--- src/rtl/ppd_pkg.sv ---
`default_nettype none
package ppd_pkg;

  localparam int CAP_W   = 16;
  localparam int WIDTH_W = 15;
  localparam int GAIN_W  = 6;
  localparam int FAC_W   = 7;
  localparam int DIFF_W  = 11;
  localparam int PROD_W  = 16;
  localparam int IDX_W   = 3;
  localparam int VAL_W   = 13;
  localparam int QUO_W   = 12;

  localparam logic [WIDTH_W-1:0] SYNC_LOW   = 15'd4000;
  localparam logic [WIDTH_W-1:0] SYNC_HIGH  = 15'd19000;
  localparam logic [WIDTH_W-1:0] PULSE_LOW  = 15'd800;
  localparam logic [WIDTH_W-1:0] PULSE_HIGH = 15'd2200;
  localparam logic signed [VAL_W-1:0] PULSE_CENTRE = 13'sd1500;
  localparam logic signed [FAC_W-1:0] GAIN_BASE    = 7'sd10;

  // floor(x * RECIP_10 / 2^RECIP_SHIFT) == floor(x / 10) for x < 2^18
  localparam logic [16:0] RECIP_10    = 17'd52429;
  localparam int          RECIP_SHIFT = 19;

  typedef struct packed {
    logic [IDX_W-1:0]         idx;
    logic signed [DIFF_W-1:0] diff;
  } ppd_beat_t;

  typedef struct packed {
    logic [IDX_W-1:0]         idx;
    logic signed [PROD_W-1:0] prod;
  } ppd_prod_t;

endpackage
`default_nettype wire

--- src/rtl/ppd_front.sv ---
`default_nettype none
module ppd_front #(
  parameter int NUM_CHANNELS = 8
) (
  input  wire logic                         clk,
  input  wire logic                         rst_n,
  input  wire logic                         in_tvalid,
  output logic                              in_tready,
  input  wire logic [ppd_pkg::CAP_W-1:0]    in_tdata,
  output logic                              s1_valid,
  output ppd_pkg::ppd_beat_t                s1_beat,
  input  wire logic                         s1_ready
);

  localparam int SLOT_W = $clog2(NUM_CHANNELS + 2);
  localparam logic [SLOT_W-1:0] SLOT_IDLE  = '0;
  localparam logic [SLOT_W-1:0] SLOT_FIRST = SLOT_W'(1);
  localparam logic [SLOT_W-1:0] SLOT_LAST  = SLOT_W'(NUM_CHANNELS);

  logic [ppd_pkg::CAP_W-1:0]   prev_r;
  logic [SLOT_W-1:0]           slot_r, slot_nxt;
  logic                        s1_valid_r, s1_valid_nxt;
  ppd_pkg::ppd_beat_t          s1_beat_r, s1_beat_nxt;

  logic [ppd_pkg::CAP_W-1:0]   delta;
  logic [ppd_pkg::WIDTH_W-1:0] width;
  logic                        is_sync, is_pulse, armed, accept;
  logic signed [ppd_pkg::VAL_W-1:0] diff_full;
  logic [SLOT_W-1:0]           slot_m1;

  assign in_tready = !s1_valid_r || s1_ready;
  assign accept    = in_tvalid && in_tready;

  assign delta     = in_tdata - prev_r;
  assign width     = delta[ppd_pkg::CAP_W-1:1];
  assign is_sync   = (width > ppd_pkg::SYNC_LOW) && (width < ppd_pkg::SYNC_HIGH);
  assign is_pulse  = (width > ppd_pkg::PULSE_LOW) && (width < ppd_pkg::PULSE_HIGH);
  assign armed     = (slot_r >= SLOT_FIRST) && (slot_r <= SLOT_LAST);
  assign diff_full = $signed({1'b0, width[ppd_pkg::VAL_W-2:0]}) - ppd_pkg::PULSE_CENTRE;
  assign slot_m1   = slot_r - SLOT_FIRST;

  always_comb begin
    slot_nxt     = slot_r;
    s1_valid_nxt = s1_valid_r && !s1_ready;
    s1_beat_nxt  = s1_beat_r;
    if (accept) begin
      s1_valid_nxt = 1'b0;
      if (is_sync) begin
        slot_nxt = SLOT_FIRST;
      end else if (armed) begin
        if (is_pulse) begin
          s1_valid_nxt     = 1'b1;
          s1_beat_nxt.idx  = ppd_pkg::IDX_W'(slot_m1);
          s1_beat_nxt.diff = diff_full[ppd_pkg::DIFF_W-1:0];
          slot_nxt         = slot_r + SLOT_FIRST;
        end else begin
          slot_nxt = SLOT_IDLE;
        end
      end
    end
  end

  always_ff @(posedge clk) begin
    if (!rst_n) begin
      prev_r     <= '0;
      slot_r     <= SLOT_IDLE;
      s1_valid_r <= 1'b0;
    end else begin
      if (accept) begin
        prev_r <= in_tdata;
      end
      slot_r     <= slot_nxt;
      s1_valid_r <= s1_valid_nxt;
    end
    s1_beat_r <= s1_beat_nxt;
  end

  assign s1_valid = s1_valid_r;
  assign s1_beat  = s1_beat_r;

endmodule
`default_nettype wire

--- src/rtl/ppd_scale.sv ---
`default_nettype none
module ppd_scale (
  input  wire logic                                clk,
  input  wire logic                                rst_n,
  input  wire logic signed [ppd_pkg::GAIN_W-1:0]   gain,
  input  wire logic                                s1_valid,
  input  wire ppd_pkg::ppd_beat_t                  s1_beat,
  output logic                                     s1_ready,
  output logic                                     out_tvalid,
  input  wire logic                                out_tready,
  output logic [ppd_pkg::IDX_W+ppd_pkg::VAL_W-1:0] out_tdata
);

  logic                       s2_valid_r;
  ppd_pkg::ppd_prod_t         s2_r;
  logic                       o_valid_r;
  logic [ppd_pkg::IDX_W-1:0]  o_idx_r;
  logic signed [ppd_pkg::VAL_W-1:0] o_val_r;

  logic                       o_ready, s2_ready;
  logic signed [ppd_pkg::FAC_W-1:0] factor;
  logic signed [ppd_pkg::DIFF_W+ppd_pkg::FAC_W-1:0] prod_full;
  logic                       neg;
  logic [ppd_pkg::PROD_W-1:0] mag;
  logic [31:0]                recip_prod;
  logic [ppd_pkg::QUO_W-1:0]  quo;
  logic [ppd_pkg::VAL_W-1:0]  quo_ext;
  logic signed [ppd_pkg::VAL_W-1:0] val;

  assign o_ready  = !o_valid_r || out_tready;
  assign s2_ready = !s2_valid_r || o_ready;
  assign s1_ready = s2_ready;

  // Scale: (gain + 10) times the offset from center
  assign factor    = {gain[ppd_pkg::GAIN_W-1], gain} + ppd_pkg::GAIN_BASE;
  assign prod_full = s1_beat.diff * factor;

  // Divide magnitude by ten, then restore the sign (truncate toward zero)
  assign neg        = s2_r.prod[ppd_pkg::PROD_W-1];
  assign mag        = neg ? (-s2_r.prod) : s2_r.prod;
  assign recip_prod = {17'd0, mag[ppd_pkg::PROD_W-2:0]} * {15'd0, ppd_pkg::RECIP_10};
  assign quo        = recip_prod[ppd_pkg::RECIP_SHIFT +: ppd_pkg::QUO_W];
  assign quo_ext    = {1'b0, quo};
  assign val        = neg ? $signed(-quo_ext) : $signed(quo_ext);

  always_ff @(posedge clk) begin
    if (!rst_n) begin
      s2_valid_r <= 1'b0;
      o_valid_r  <= 1'b0;
    end else begin
      if (s2_ready) begin
        s2_valid_r <= s1_valid;
      end
      if (o_ready) begin
        o_valid_r <= s2_valid_r;
      end
    end
    if (s2_ready && s1_valid) begin
      s2_r.idx  <= s1_beat.idx;
      s2_r.prod <= prod_full[ppd_pkg::PROD_W-1:0];
    end
    if (o_ready && s2_valid_r) begin
      o_idx_r <= s2_r.idx;
      o_val_r <= val;
    end
  end

  assign out_tvalid = o_valid_r;
  assign out_tdata  = {o_val_r, o_idx_r};

endmodule
`default_nettype wire

--- src/rtl/ppm_pulse_train_decoder_core.sv ---
`default_nettype none
// Channel  | Dir | Ports                       | Beat content
// ---------+-----+-----------------------------+------------------------------------
// input    | in  | in_tvalid/tready/tdata      | capture_time[15:0], 0.5 us ticks
// result   | out | out_tvalid/tready/tdata     | channel_index[2:0], channel_value[15:3]
// config   | in  | cfg_valid/ready/data        | gain_adjust[5:0], signed
//
// One capture beat per cycle while in_tready is high. Width, sync/pulse
// decode and slot update happen as the beat is taken; a decoded channel
// then passes the gain multiplier stage and the divide-by-ten stage before
// it reaches the result register. Beats that yield no channel leave nothing.
// Reset (synchronous, rst_n low) clears the slot, the previous capture and
// gain_adjust. Each stage holds under out_tready low and fills empty stages,
// so in_tready drops only when all three stages hold a channel.
module ppm_pulse_train_decoder_core #(
  parameter int NUM_CHANNELS = 8
) (
  input  wire logic        clk,
  input  wire logic        rst_n,
  input  wire logic        in_tvalid,
  output logic             in_tready,
  input  wire logic [15:0] in_tdata,    // [15:0] capture_time
  output logic             out_tvalid,
  input  wire logic        out_tready,
  output logic [15:0]      out_tdata,   // [2:0] channel_index, [15:3] channel_value
  input  wire logic        cfg_valid,
  output logic             cfg_ready,
  input  wire logic [5:0]  cfg_data     // [5:0] gain_adjust
);

  logic signed [ppd_pkg::GAIN_W-1:0] gain_r;
  logic                              s1_valid, s1_ready;
  ppd_pkg::ppd_beat_t                s1_beat;

  // Register write is always taken
  assign cfg_ready = 1'b1;

  always_ff @(posedge clk) begin
    if (!rst_n) begin
      gain_r <= '0;
    end else if (cfg_valid) begin
      gain_r <= $signed(cfg_data);
    end
  end

  // Decode widths, track the frame slot
  ppd_front #(
    .NUM_CHANNELS(NUM_CHANNELS)
  ) u_front (
    .clk      (clk),
    .rst_n    (rst_n),
    .in_tvalid(in_tvalid),
    .in_tready(in_tready),
    .in_tdata (in_tdata),
    .s1_valid (s1_valid),
    .s1_beat  (s1_beat),
    .s1_ready (s1_ready)
  );

  // Apply gain and divide by ten, drive the result register
  ppd_scale u_scale (
    .clk       (clk),
    .rst_n     (rst_n),
    .gain      (gain_r),
    .s1_valid  (s1_valid),
    .s1_beat   (s1_beat),
    .s1_ready  (s1_ready),
    .out_tvalid(out_tvalid),
    .out_tready(out_tready),
    .out_tdata (out_tdata)
  );

endmodule
`default_nettype wire
--- config.mk ---
export PLATFORM = sky130hd
export DESIGN_NAME = ppm_pulse_train_decoder_core
export DESIGN_NICKNAME = d
export VERILOG_FILES = /design/src/rtl/ppd_pkg.sv /design/src/rtl/ppd_front.sv /design/src/rtl/ppd_scale.sv /design/src/rtl/ppm_pulse_train_decoder_core.sv
export SDC_FILE = /design/constraint.sdc
export NUM_CORES = 1
export LEC_CHECK = 0
export BUFFER_PORTS_ARGS = -buffer_cell sky130_fd_sc_hd__buf_2
export CORE_UTILIZATION = 35
export CTS_CLUSTER_DIAMETER = 40
export CTS_CLUSTER_SIZE = 12
export DETAILED_ROUTE_END_ITERATION = 8
export SLEW_MARGIN = 20
export SYNTH_ARGS = -nofsm -noshare
export SYNTH_HDL_FRONTEND = slang
export SYNTH_SLANG_ARGS = --single-unit
--- constraint.sdc ---
create_clock -name clk -period 9.45 [get_ports clk]
set_input_delay 0.945 -clock clk [delete_from_list [all_inputs] [get_ports clk]]
set_output_delay 0.945 -clock clk [all_outputs]
set_load 0.02 [all_outputs]
==> results.toml, run 1 <==
[critical_path]
critPathCaptureType = "register"
path_max_fanout = 6
crit_slowest_cell = "or4_4"
start_kind = "register"
slowest_delay_ns = 0.56
rrSetupSlack_ns = 1.24
arrival_ns = 8.30
required_ns = 9.54
crit_type = "register to register"

[timing]
drv_slew = 0
rsz0062_at_grt = "false"
clock.fmax_ghz = 0.1218
worst_pin_slew_ns = 1.032
maxSlewHeadroom_pct = 30.71
setup_viol = 0
fin_crit_sh_pct = 86.87
fin_skew_ns = 0.01801
final.setup.tns_ns = 0
final_hold_viol_count = 0
period_needed_ns = 8.210

[power]
p_per_area_nw_per_um2 = 183.4
comb_power_share_pct = 63.5
p_int_mw = 1.223
leakagePower_nw = 5.433
seqPwrFrac_pct = 20.1
p_sw_share_pct = 43.22
power.share.clock_pct = 16.4
totalPowerFinal_mw = 2.155
max-vdd-ir-drop_v = 0.0001024
power.switching_mw = 0.9313

[clock_tree]
cts.sinks = 78
cts_buffers = 9
cts_resized = 0
cts-hold-fix-buffers = 0
root_buffer = "clkbuf_16"
cts_setup_buffers = 0
htree_num_levels = 3
clkTransAtPathRegs_ns = 0.06
clock_latency_ns = 0.35
cts_buffer_depth = 2
tritoncts = "yes"

[layout]
multi_input_area_um2 = 8020
diodes = 0
num-fill-cells = 2976
syn_to_final_growth_pct = 8.767
seq_area_um2 = 2052
fin_nets = 1460
layout-drive-gt1-share_pct = 9.099
finalInstanceArea_um2 = 11750

[logic_synthesis]
synthesis.area_um2 = 10800
synth_cell_types = 77
synth_edf_count = 49
ys_ff_latch = 78
syn_inst = 1125
yosys.area.top_type_share_pct = 20.01
yosys-top-cells-area = "fa_1, ha_1, edfxtp_1"
synth_largest_area_cell = "fa_1"
avgSynthCellArea_um2 = 9.604
yosysWarnings = 0
synthFlopType = "edfxtp_1"
seq_area_frac_synth_pct = 18.99
syn_nets = 1425
synthArstFlopShare_pct = 0

[global_routing]
grt_pass1_wl_um = 37510
antenna_found_initial = 0
grt_pass1_vias = 7909
grt_use_total_pct = 14.75
gr-total-overflow = 0
grt_max_degree = 33

[floorplan]
row_count = 63
dieWidth_um = 177.7
dieArea_um2 = 31580
start_util_pct = 35.97
ios = 46
die_h_um = 177.7
core_um2 = 30030

[route]
drc_errors = 0
wl_per_cell_um = 14.16
dr.pass1.iters = 4
ant_nets = 0
drt_iter0_drc = 235
vias = 7723
viasPerCell = 4.967
drt-total-wl_um = 22020

[placed_design]
place_area_um2 = 11450
place.port_buffers = 44
detailed_place_hpwl_um = 18600
gp_congestion = 0.8707

[worst_hold_path]
hp-class = "register to register"

[job]
maxCapViolCount = 0

[status]
status = "complete, no violations"
worst max-delay path: cells and delay by family, from the launching register on:
family / cells / cell delay, ns
adders and majority gates: 8 / 3.24
and+or+nand+nor: 8 / 2.51
AOI/OAI and AO/OA: 5 / 0.97
xor gates and xnor gates: 3 / 0.61
DFF: 1 / 0.43
buffers and inverters: 4 / 0.21
metrics by stage:
stage	std cells	hold slack (ns)	worst slack (ns)	utilization [%]
final	1555	0.4200	1.240	39.13
after global routing	1555	0.4273	0.8769	39.13
after CTS	1555	0.4223	1.242	39.10
after detailed placement	1539	0.4065	1.251	38.12
after global placement	1539	0.4055	1.383	38.12
after floorplan	1125	0.4003	1.825	-
Yosys cell counts (all sizes together), types with 4 or more instances:
cell	n
and3	8
nor2b	30
dfxtp	29
fa	108
or2	14
a311oi	4
a21boi	18
xnor2	64
or3	9
a211oi	8
a31oi	7
o21ai	33
mux2i	10
nor3b	4
and2	38
nor4	4
clkbuf	18
inv	172
nand2b	12
xor2	23
ha	165
nand2	93
nand3	14
buf	6
a21o	15
nor2	38
o211ai	5
edfxtp	49
o21a	14
o22ai	4
a221oi	5
o31ai	9
a21oi	31
nor3	15
sequential cells by signal (all words and copies together), names as in the netlist, 3 cells and up:
name	cells
u_front.prev_r	16
gain_r	6
u_scale.o_idx_r	3
u_front.s1_beat	14
u_front.slot_r	4
u_scale.o_val_r	13
u_scale.s2_r	18
power groups by stage:
stage	combinational (mW)	clock [mW]	sequential (mW)
5_1_grt	1.55	0.376	0.435
2_1_floorplan	1.10	0	0.436
6_report	1.37	0.354	0.433
4_1_cts	1.38	0.369	0.433
3_5_place_dp	1.37	0	0.441
3_3_place_gp	1.34	0	0.440
layer usage:
layer | vias to the layer above | global-route usage [%] | routed length, um
li1 | 3872 | - | -
met1 | 3747 | 18.39 | 10130
met2 | 83 | 26.64 | 11030
met3 | 21 | 2.014 | 530
met4 | 0 | 3.490 | 331
met5 | - | 0 | 0
cell type report:
| type | count | share of cell area (%) |
|---|---|---|
| Inverter | 172 | 5.494 |
| Clock inverter | 6 | 0.5643 |
| Tap cell | 390 | 4.152 |
| Clock buffer | 10 | 1.948 |
| Multi-Input combinational cell | 851 | 68.25 |
| Timing Repair Buffer | 48 | 2.129 |
| Sequential cell | 78 | 17.46 |
path summary, 6_finish.rpt:
check / endpoint / cells past startpoint / start
min: u_scale.s2_r[16]$_DFFE_PP_ / 0 / u_front.s1_beat[11]$_DFFE_PP_
max: u_scale.o_val_r[8]$_DFFE_PP_ / 28 / u_scale.s2_r[5]$_DFFE_PP_
min reg2reg: u_scale.s2_r[16]$_DFFE_PP_ / 0 / u_front.s1_beat[11]$_DFFE_PP_
max reg2reg: u_scale.o_val_r[8]$_DFFE_PP_ / 28 / u_scale.s2_r[5]$_DFFE_PP_
cell usage in the layout, fill, tap and decap left out, types with 7 or more instances in the layout:
cell type	n
a21o_1	15
o31ai_1	9
inv_1	172
a21boi_0	17
xor2_1	23
buf_2	44
mux2i_1	10
nor3_1	15
a21oi_1	28
fa_1	108
nor2_1	38
or2_2	13
ha_1	165
and2_1	38
or3_1	7
nand2_1	93
a211oi_1	8
dfxtp_1	29
xnor2_1	63
a31oi_1	7
edfxtp_1	49
clkbuf_16	9
o21ai_0	26
nor2b_1	30
nand2b_1	11
and3_1	8
nand3_1	14
o21a_1	14
cells by family after synthesis:
group | count (synthesis) | share of synthesized area [%]
other | 1 | 0.03471
and+or+nand+nor | 291 | 14.09
DFF | 78 | 18.99
muxes | 11 | 1.031
buffers and inverters | 196 | 6.879
AOI/OAI and AO/OA | 188 | 12.73
adders and majority gates | 273 | 39.12
xor gates and xnor gates | 87 | 7.122
No activity file was read; power rests on OpenSTA's default activity.
==> run 2: changes to the inputs <==
- CORE_ASPECT_RATIO: not set -> 0.9
==> run 2 against run 1 <==
Against the previous run:
- count of clock-buffer cells in the layout shrank 1
- largest power group unchanged
- via count shrank 0.85%
- die area is essentially flat
- worst hold slack is essentially flat
- sequential share of layout area shrank 0.052 points
- wire length shrank 1.0%
- critical path type unchanged
- power grew 0.49%
- cell count grew 0.90%
==> results.toml, run 2 (synthesis results as in run 1) <==
[layout]
fin_cells = 1569
syn_to_final_growth_pct = 9.091
layout-drive-gt1-share_pct = 9.262
layout_common_cells = "inv_1, ha_1, fa_1"
largest_register_ff_count = 18
diodes = 0
regMostFlops = "u_scale.s2_r"
layout_commonest_cell = "inv_1"
fin_nets = 1461

[timing]
period_needed_ns = 8.247
maxSlewHeadroom_pct = 32.17
rsz0062_at_grt = "false"
final.setup.tns_ns = 0
fin_crit_sh_pct = 87.27
drv_slew = 0
final_hold_viol_count = 0
fin_skew_ns = 0.01011
setup_viol = 0
clock.fmax_ghz = 0.1213
worst_pin_slew_ns = 1.017

[route]
drc_errors = 0
drt_iter0_drc = 297
dr.pass1.iters = 5
viasPerCell = 4.880
vias = 7657
wl_per_cell_um = 13.89
drt-total-wl_um = 21790
ant_nets = 0

[worst_hold_path]
hp-start = "u_front.s1_beat[12]$_DFFE_PP_"
hold_end = "u_scale.s2_r[17]$_DFFE_PP_"
hp-class = "register to register"
hold_depth = 0

[clock_tree]
cts_buffer_depth = 2
cts-hold-fix-buffers = 0
clock_latency_ns = 0.36
clkTransAtPathRegs_ns = 0.07
root_buffer = "clkbuf_16"
cts_buffers = 9
cts_setup_buffers = 0
cts_resized = 0
htree_num_levels = 3
cts.sinks = 78
tritoncts = "yes"

[critical_path]
crit_slowest_cell = "or4_4"
r2r_cells = 28
path_max_fanout = 6
critPathCaptureType = "register"
rrSetupSlack_ns = 1.20
r2r-end = "u_scale.o_val_r[8]$_DFFE_PP_"
r2r-start = "u_scale.s2_r[5]$_DFFE_PP_"
start_kind = "register"
slowest_delay_ns = 0.56
arrival_ns = 8.34
crit_type = "register to register"
required_ns = 9.55

[placed_design]
gp_congestion = 0.8600
detailed_place_hpwl_um = 18220
place.port_buffers = 44
placedCellCount = 1553

[floorplan]
die_h_um = 168.7
row_count = 60
core_um2 = 30100
ios = 46
start_util_pct = 35.89
dieArea_um2 = 31580
dieWidth_um = 187.2

[global_routing]
grt_pass1_vias = 7661
grt_use_total_pct = 14.29
gr-total-overflow = 0
grt_pass1_wl_um = 36820
grt_max_degree = 33
antenna_found_initial = 0

[job]
maxCapViolCount = 0

[power]
p_per_area_nw_per_um2 = 183.7
max-vdd-ir-drop_v = 0.0001493
leakagePower_nw = 5.429

[status]
status = "complete, no violations"
## run 2: worst max-delay path by stage
| stage | startpoint | to | slack, ns | cells past startpoint |
|---|---|---|---|---|
| after CTS | u_scale.s2_r[5]$_DFFE_PP_ | u_scale.o_val_r[8]$_DFFE_PP_ | 1.18 | 28 |
| final | u_scale.s2_r[5]$_DFFE_PP_ | u_scale.o_val_r[8]$_DFFE_PP_ | 1.20 | 28 |
| after detailed placement | u_scale.s2_r[5]$_DFFE_PP_ | u_scale.o_val_r[8]$_DFFE_PP_ | 1.25 | 28 |
| after floorplan | u_scale.s2_r[5]$_DFFE_PP_ | u_scale.o_val_r[8]$_DFFE_PP_ | 1.83 | 28 |
| after global routing | u_scale.s2_r[3]$_DFFE_PP_ | u_scale.o_val_r[8]$_DFFE_PP_ | 0.80 | 28 |
| after global placement | u_scale.s2_r[5]$_DFFE_PP_ | u_scale.o_val_r[8]$_DFFE_PP_ | 1.38 | 28 |
## run 2: routing by layer
layer / global-route usage, % / part of all wire (%)
met5: 0 / 0
met4: 3.100 / 1.2
met3: 2.488 / 3.1
met2: 24.36 / 47
met1: 18.90 / 49
## run 2: worst max-delay path: cells and delay by family (launching register included)
kind,cells,cell delay (ns)
AOI/OAI and AO/OA,5,0.94
xor gates and xnor gates,3,0.62
adders and majority gates,8,3.29
buffers and inverters,4,0.21
DFF,1,0.42
and+or+nand+nor,8,2.50
## run 2: layout make-up
class	count	area [um2]
Timing Repair Buffer	49	257.7
Fill cell	3007	18320
Inverter	172	645.6
Clock buffer	9	225.2
Multi-Input combinational cell	851	8020
Clock inverter	7	81.33
Sequential cell	78	2052
Tap cell	403	504.2
## run 2: stage by stage
step | worst slack [ns] | area, um2 | hold WS [ns] | utilization, % | power (mW)
final | 1.203 | 11790 | 0.4202 | 39.15 | 2.165
after global placement | 1.381 | 11470 | 0.4004 | 38.11 | 1.786
after floorplan | 1.825 | 10800 | 0.4003 | - | 1.537
after global routing | 0.7951 | 11790 | 0.4285 | 39.15 | 2.384
after CTS | 1.176 | 11780 | 0.4148 | 39.13 | 2.191
after detailed placement | 1.249 | 11470 | 0.4061 | 38.11 | 1.800
## run 2: power breakdown
part	total, mW	leakage, nW	internal (mW)	switching (mW)
combinational	1.36	4.61	0.595	0.765
clock	0.372	0.141	0.209	0.164
sequential	0.433	0.676	0.422	0.0110
==> run 3: changes to the inputs <==
- RECOVER_POWER: not set -> 50
==> run 3 against run 2 <==
Against the previous run:
- the flow now finishes with violations (max-capacitance violations, max-slew violations)
- register-to-register slack worse by 0.04 ns
- power hardly changed
- setup slack worse by 0.037 ns
- utilization is 0.12 points lower
- sequential power hardly changed
- design area is 0.31% lower
- sequential share of layout area is 0.054 points higher
- count of clock-buffer cells in the layout stayed put
- critical path type unchanged
- largest cell class unchanged
==> results.toml, run 3 (synthesis results as in run 1) <==
[power]
max-vdd-ir-drop_v = 0.0001495
totalPowerFinal_mw = 2.167
leakagePower_nw = 5.373
p_per_area_nw_per_um2 = 184.4

[layout]
layout-drive-gt1-share_pct = 7.633
layout_common_cells = "inv_1, ha_1, fa_1"
largest_register_ff_count = 18
regMostFlops = "u_scale.s2_r"
fin_nets = 1461
final_util_pct = 39.03
syn_to_final_growth_pct = 8.755
layout_commonest_cell = "inv_1"
diodes = 0

[critical_path]
r2r-end = "u_scale.o_val_r[8]$_DFFE_PP_"
crit_slowest_cell = "or4_4"
rrSetupSlack_ns = 1.17
crit_type = "register to register"
crit_start = "u_scale.s2_r[5]$_DFFE_PP_"
arrival_ns = 8.38
required_ns = 9.55
critPathCaptureType = "register"
cp-endpoint = "u_scale.o_val_r[8]$_DFFE_PP_"
path_max_fanout = 6
r2r_cells = 28
start_kind = "register"
r2r-start = "u_scale.s2_r[5]$_DFFE_PP_"
slowest_delay_ns = 0.56

[timing]
period_needed_ns = 8.284
final.setup.tns_ns = 0
maxSlewHeadroom_pct = -79.03
fin_crit_sh_pct = 87.66
fin_skew_ns = 0.009590
worst_pin_slew_ns = 2.662
setup_viol = 0
rsz0062_at_grt = "false"
clock.fmax_ghz = 0.1207
drv_slew = 20
final_hold_viol_count = 0

[route]
top_layer = "met4"
drt_iter0_drc = 287
wl_met1_um = 10720
wl_per_cell_um = 13.92
drt-total-wl_um = 21830
ant_nets = 0
viasPerCell = 4.866
drc_errors = 0
wl_met2_um = 10180
dr.pass1.iters = 5
wl_met3_um = 686
vias = 7634

[job]
maxCapViolCount = 1

[placed_design]
place.port_buffers = 44
detailed_place_hpwl_um = 18220
gp_congestion = 0.8600

[global_routing]
grt_pass1_wl_um = 36820
grt_use_total_pct = 14.29
antenna_found_initial = 0
grt_pass1_vias = 7661
gr-total-overflow = 0
grt_max_degree = 33

[floorplan]
ios = 46
start_util_pct = 35.89
row_count = 60
core_um2 = 30100
die_h_um = 168.7
dieWidth_um = 187.2
dieArea_um2 = 31580

[status]
violations = "max-capacitance violations, max-slew violations"
status = "complete, but fails checks"

[clock_tree]
cts-hold-fix-buffers = 0
htree_num_levels = 3
cts_resized = 0
cts_buffers = 9
tritoncts = "yes"
cts.sinks = 78
clkTransAtPathRegs_ns = 0.07
root_buffer = "clkbuf_16"
cts_setup_buffers = 0
clock_latency_ns = 0.36
cts_buffer_depth = 2

[worst_hold_path]
hp-class = "register to register"
==> run 3: cell types whose count changed in the layout (fill, tap and decap cells not counted), sizes merged <==
| cell | previous run | this run |
|---|---|---|
| buf | 49 | 31 |
| clkbuf | 9 | 27 |
==> run 3: power by group <==
group          switching [mW]  leakage (nW)  internal [mW]  total, mW
registers              0.0111         0.676          0.422      0.433
logic                   0.766          4.56          0.595       1.36
clock network           0.164         0.141          0.209      0.372
==> run 3: worst min-delay path by stage <==
stage | start | to | depth (start not counted)
global placement | u_front.s1_beat[13]$_DFFE_PP_ | u_scale.s2_r[18]$_DFFE_PP_ | 0
CTS | u_front.s1_beat[12]$_DFFE_PP_ | u_scale.s2_r[17]$_DFFE_PP_ | 0
finish | u_front.s1_beat[12]$_DFFE_PP_ | u_scale.s2_r[17]$_DFFE_PP_ | 0
detailed placement | u_scale.s2_r[18]$_DFFE_PP_ | u_scale.o_idx_r[2]$_DFFE_PP_ | 0
floorplan | u_scale.s2_r[16]$_DFFE_PP_ | u_scale.o_idx_r[0]$_DFFE_PP_ | 0
global route | u_front.s1_beat[12]$_DFFE_PP_ | u_scale.s2_r[17]$_DFFE_PP_ | 0
==> run 3: routing by layer <==
metal	vias to the layer above	GRT usage, %
met5	-	0
met2	112	24.36
met1	3636	18.90
met3	13	2.488
li1	3873	-
met4	0	3.100
==> run 3: cell type report <==
cell class	instances	area [um2]
well taps	403	504.2
fillers	3015	18350
clock buffers	9	225.2
flip-flops and latches	78	2052
multi-input cells	851	8009
clock inverters	7	81.33
repair buffers	49	232.7
inverters	172	645.6
==> run 3: worst max-delay path: cells and delay by family, from the launching register on <==
kind	cells	cell delay, ns
AND/OR/NAND/NOR	8	2.52
XOR/XNOR	3	0.63
AO/OA/AOI/OAI	5	0.95
adder cells (fa/ha/maj)	8	3.29
flip-flops	1	0.42
buffers and inverters	4	0.21
==> run 3: through the flow <==
stage	std cells	hold WS (ns)	cell area [um2]	worst slack, ns
final	1569	0.4204	11750	1.166
after global routing	1569	0.4285	11750	0.7951
after CTS	1569	0.4148	11780	1.176
after detailed placement	1553	0.4061	11470	1.249
after global placement	1553	0.4004	11470	1.381
after floorplan	1125	0.4003	10800	1.825
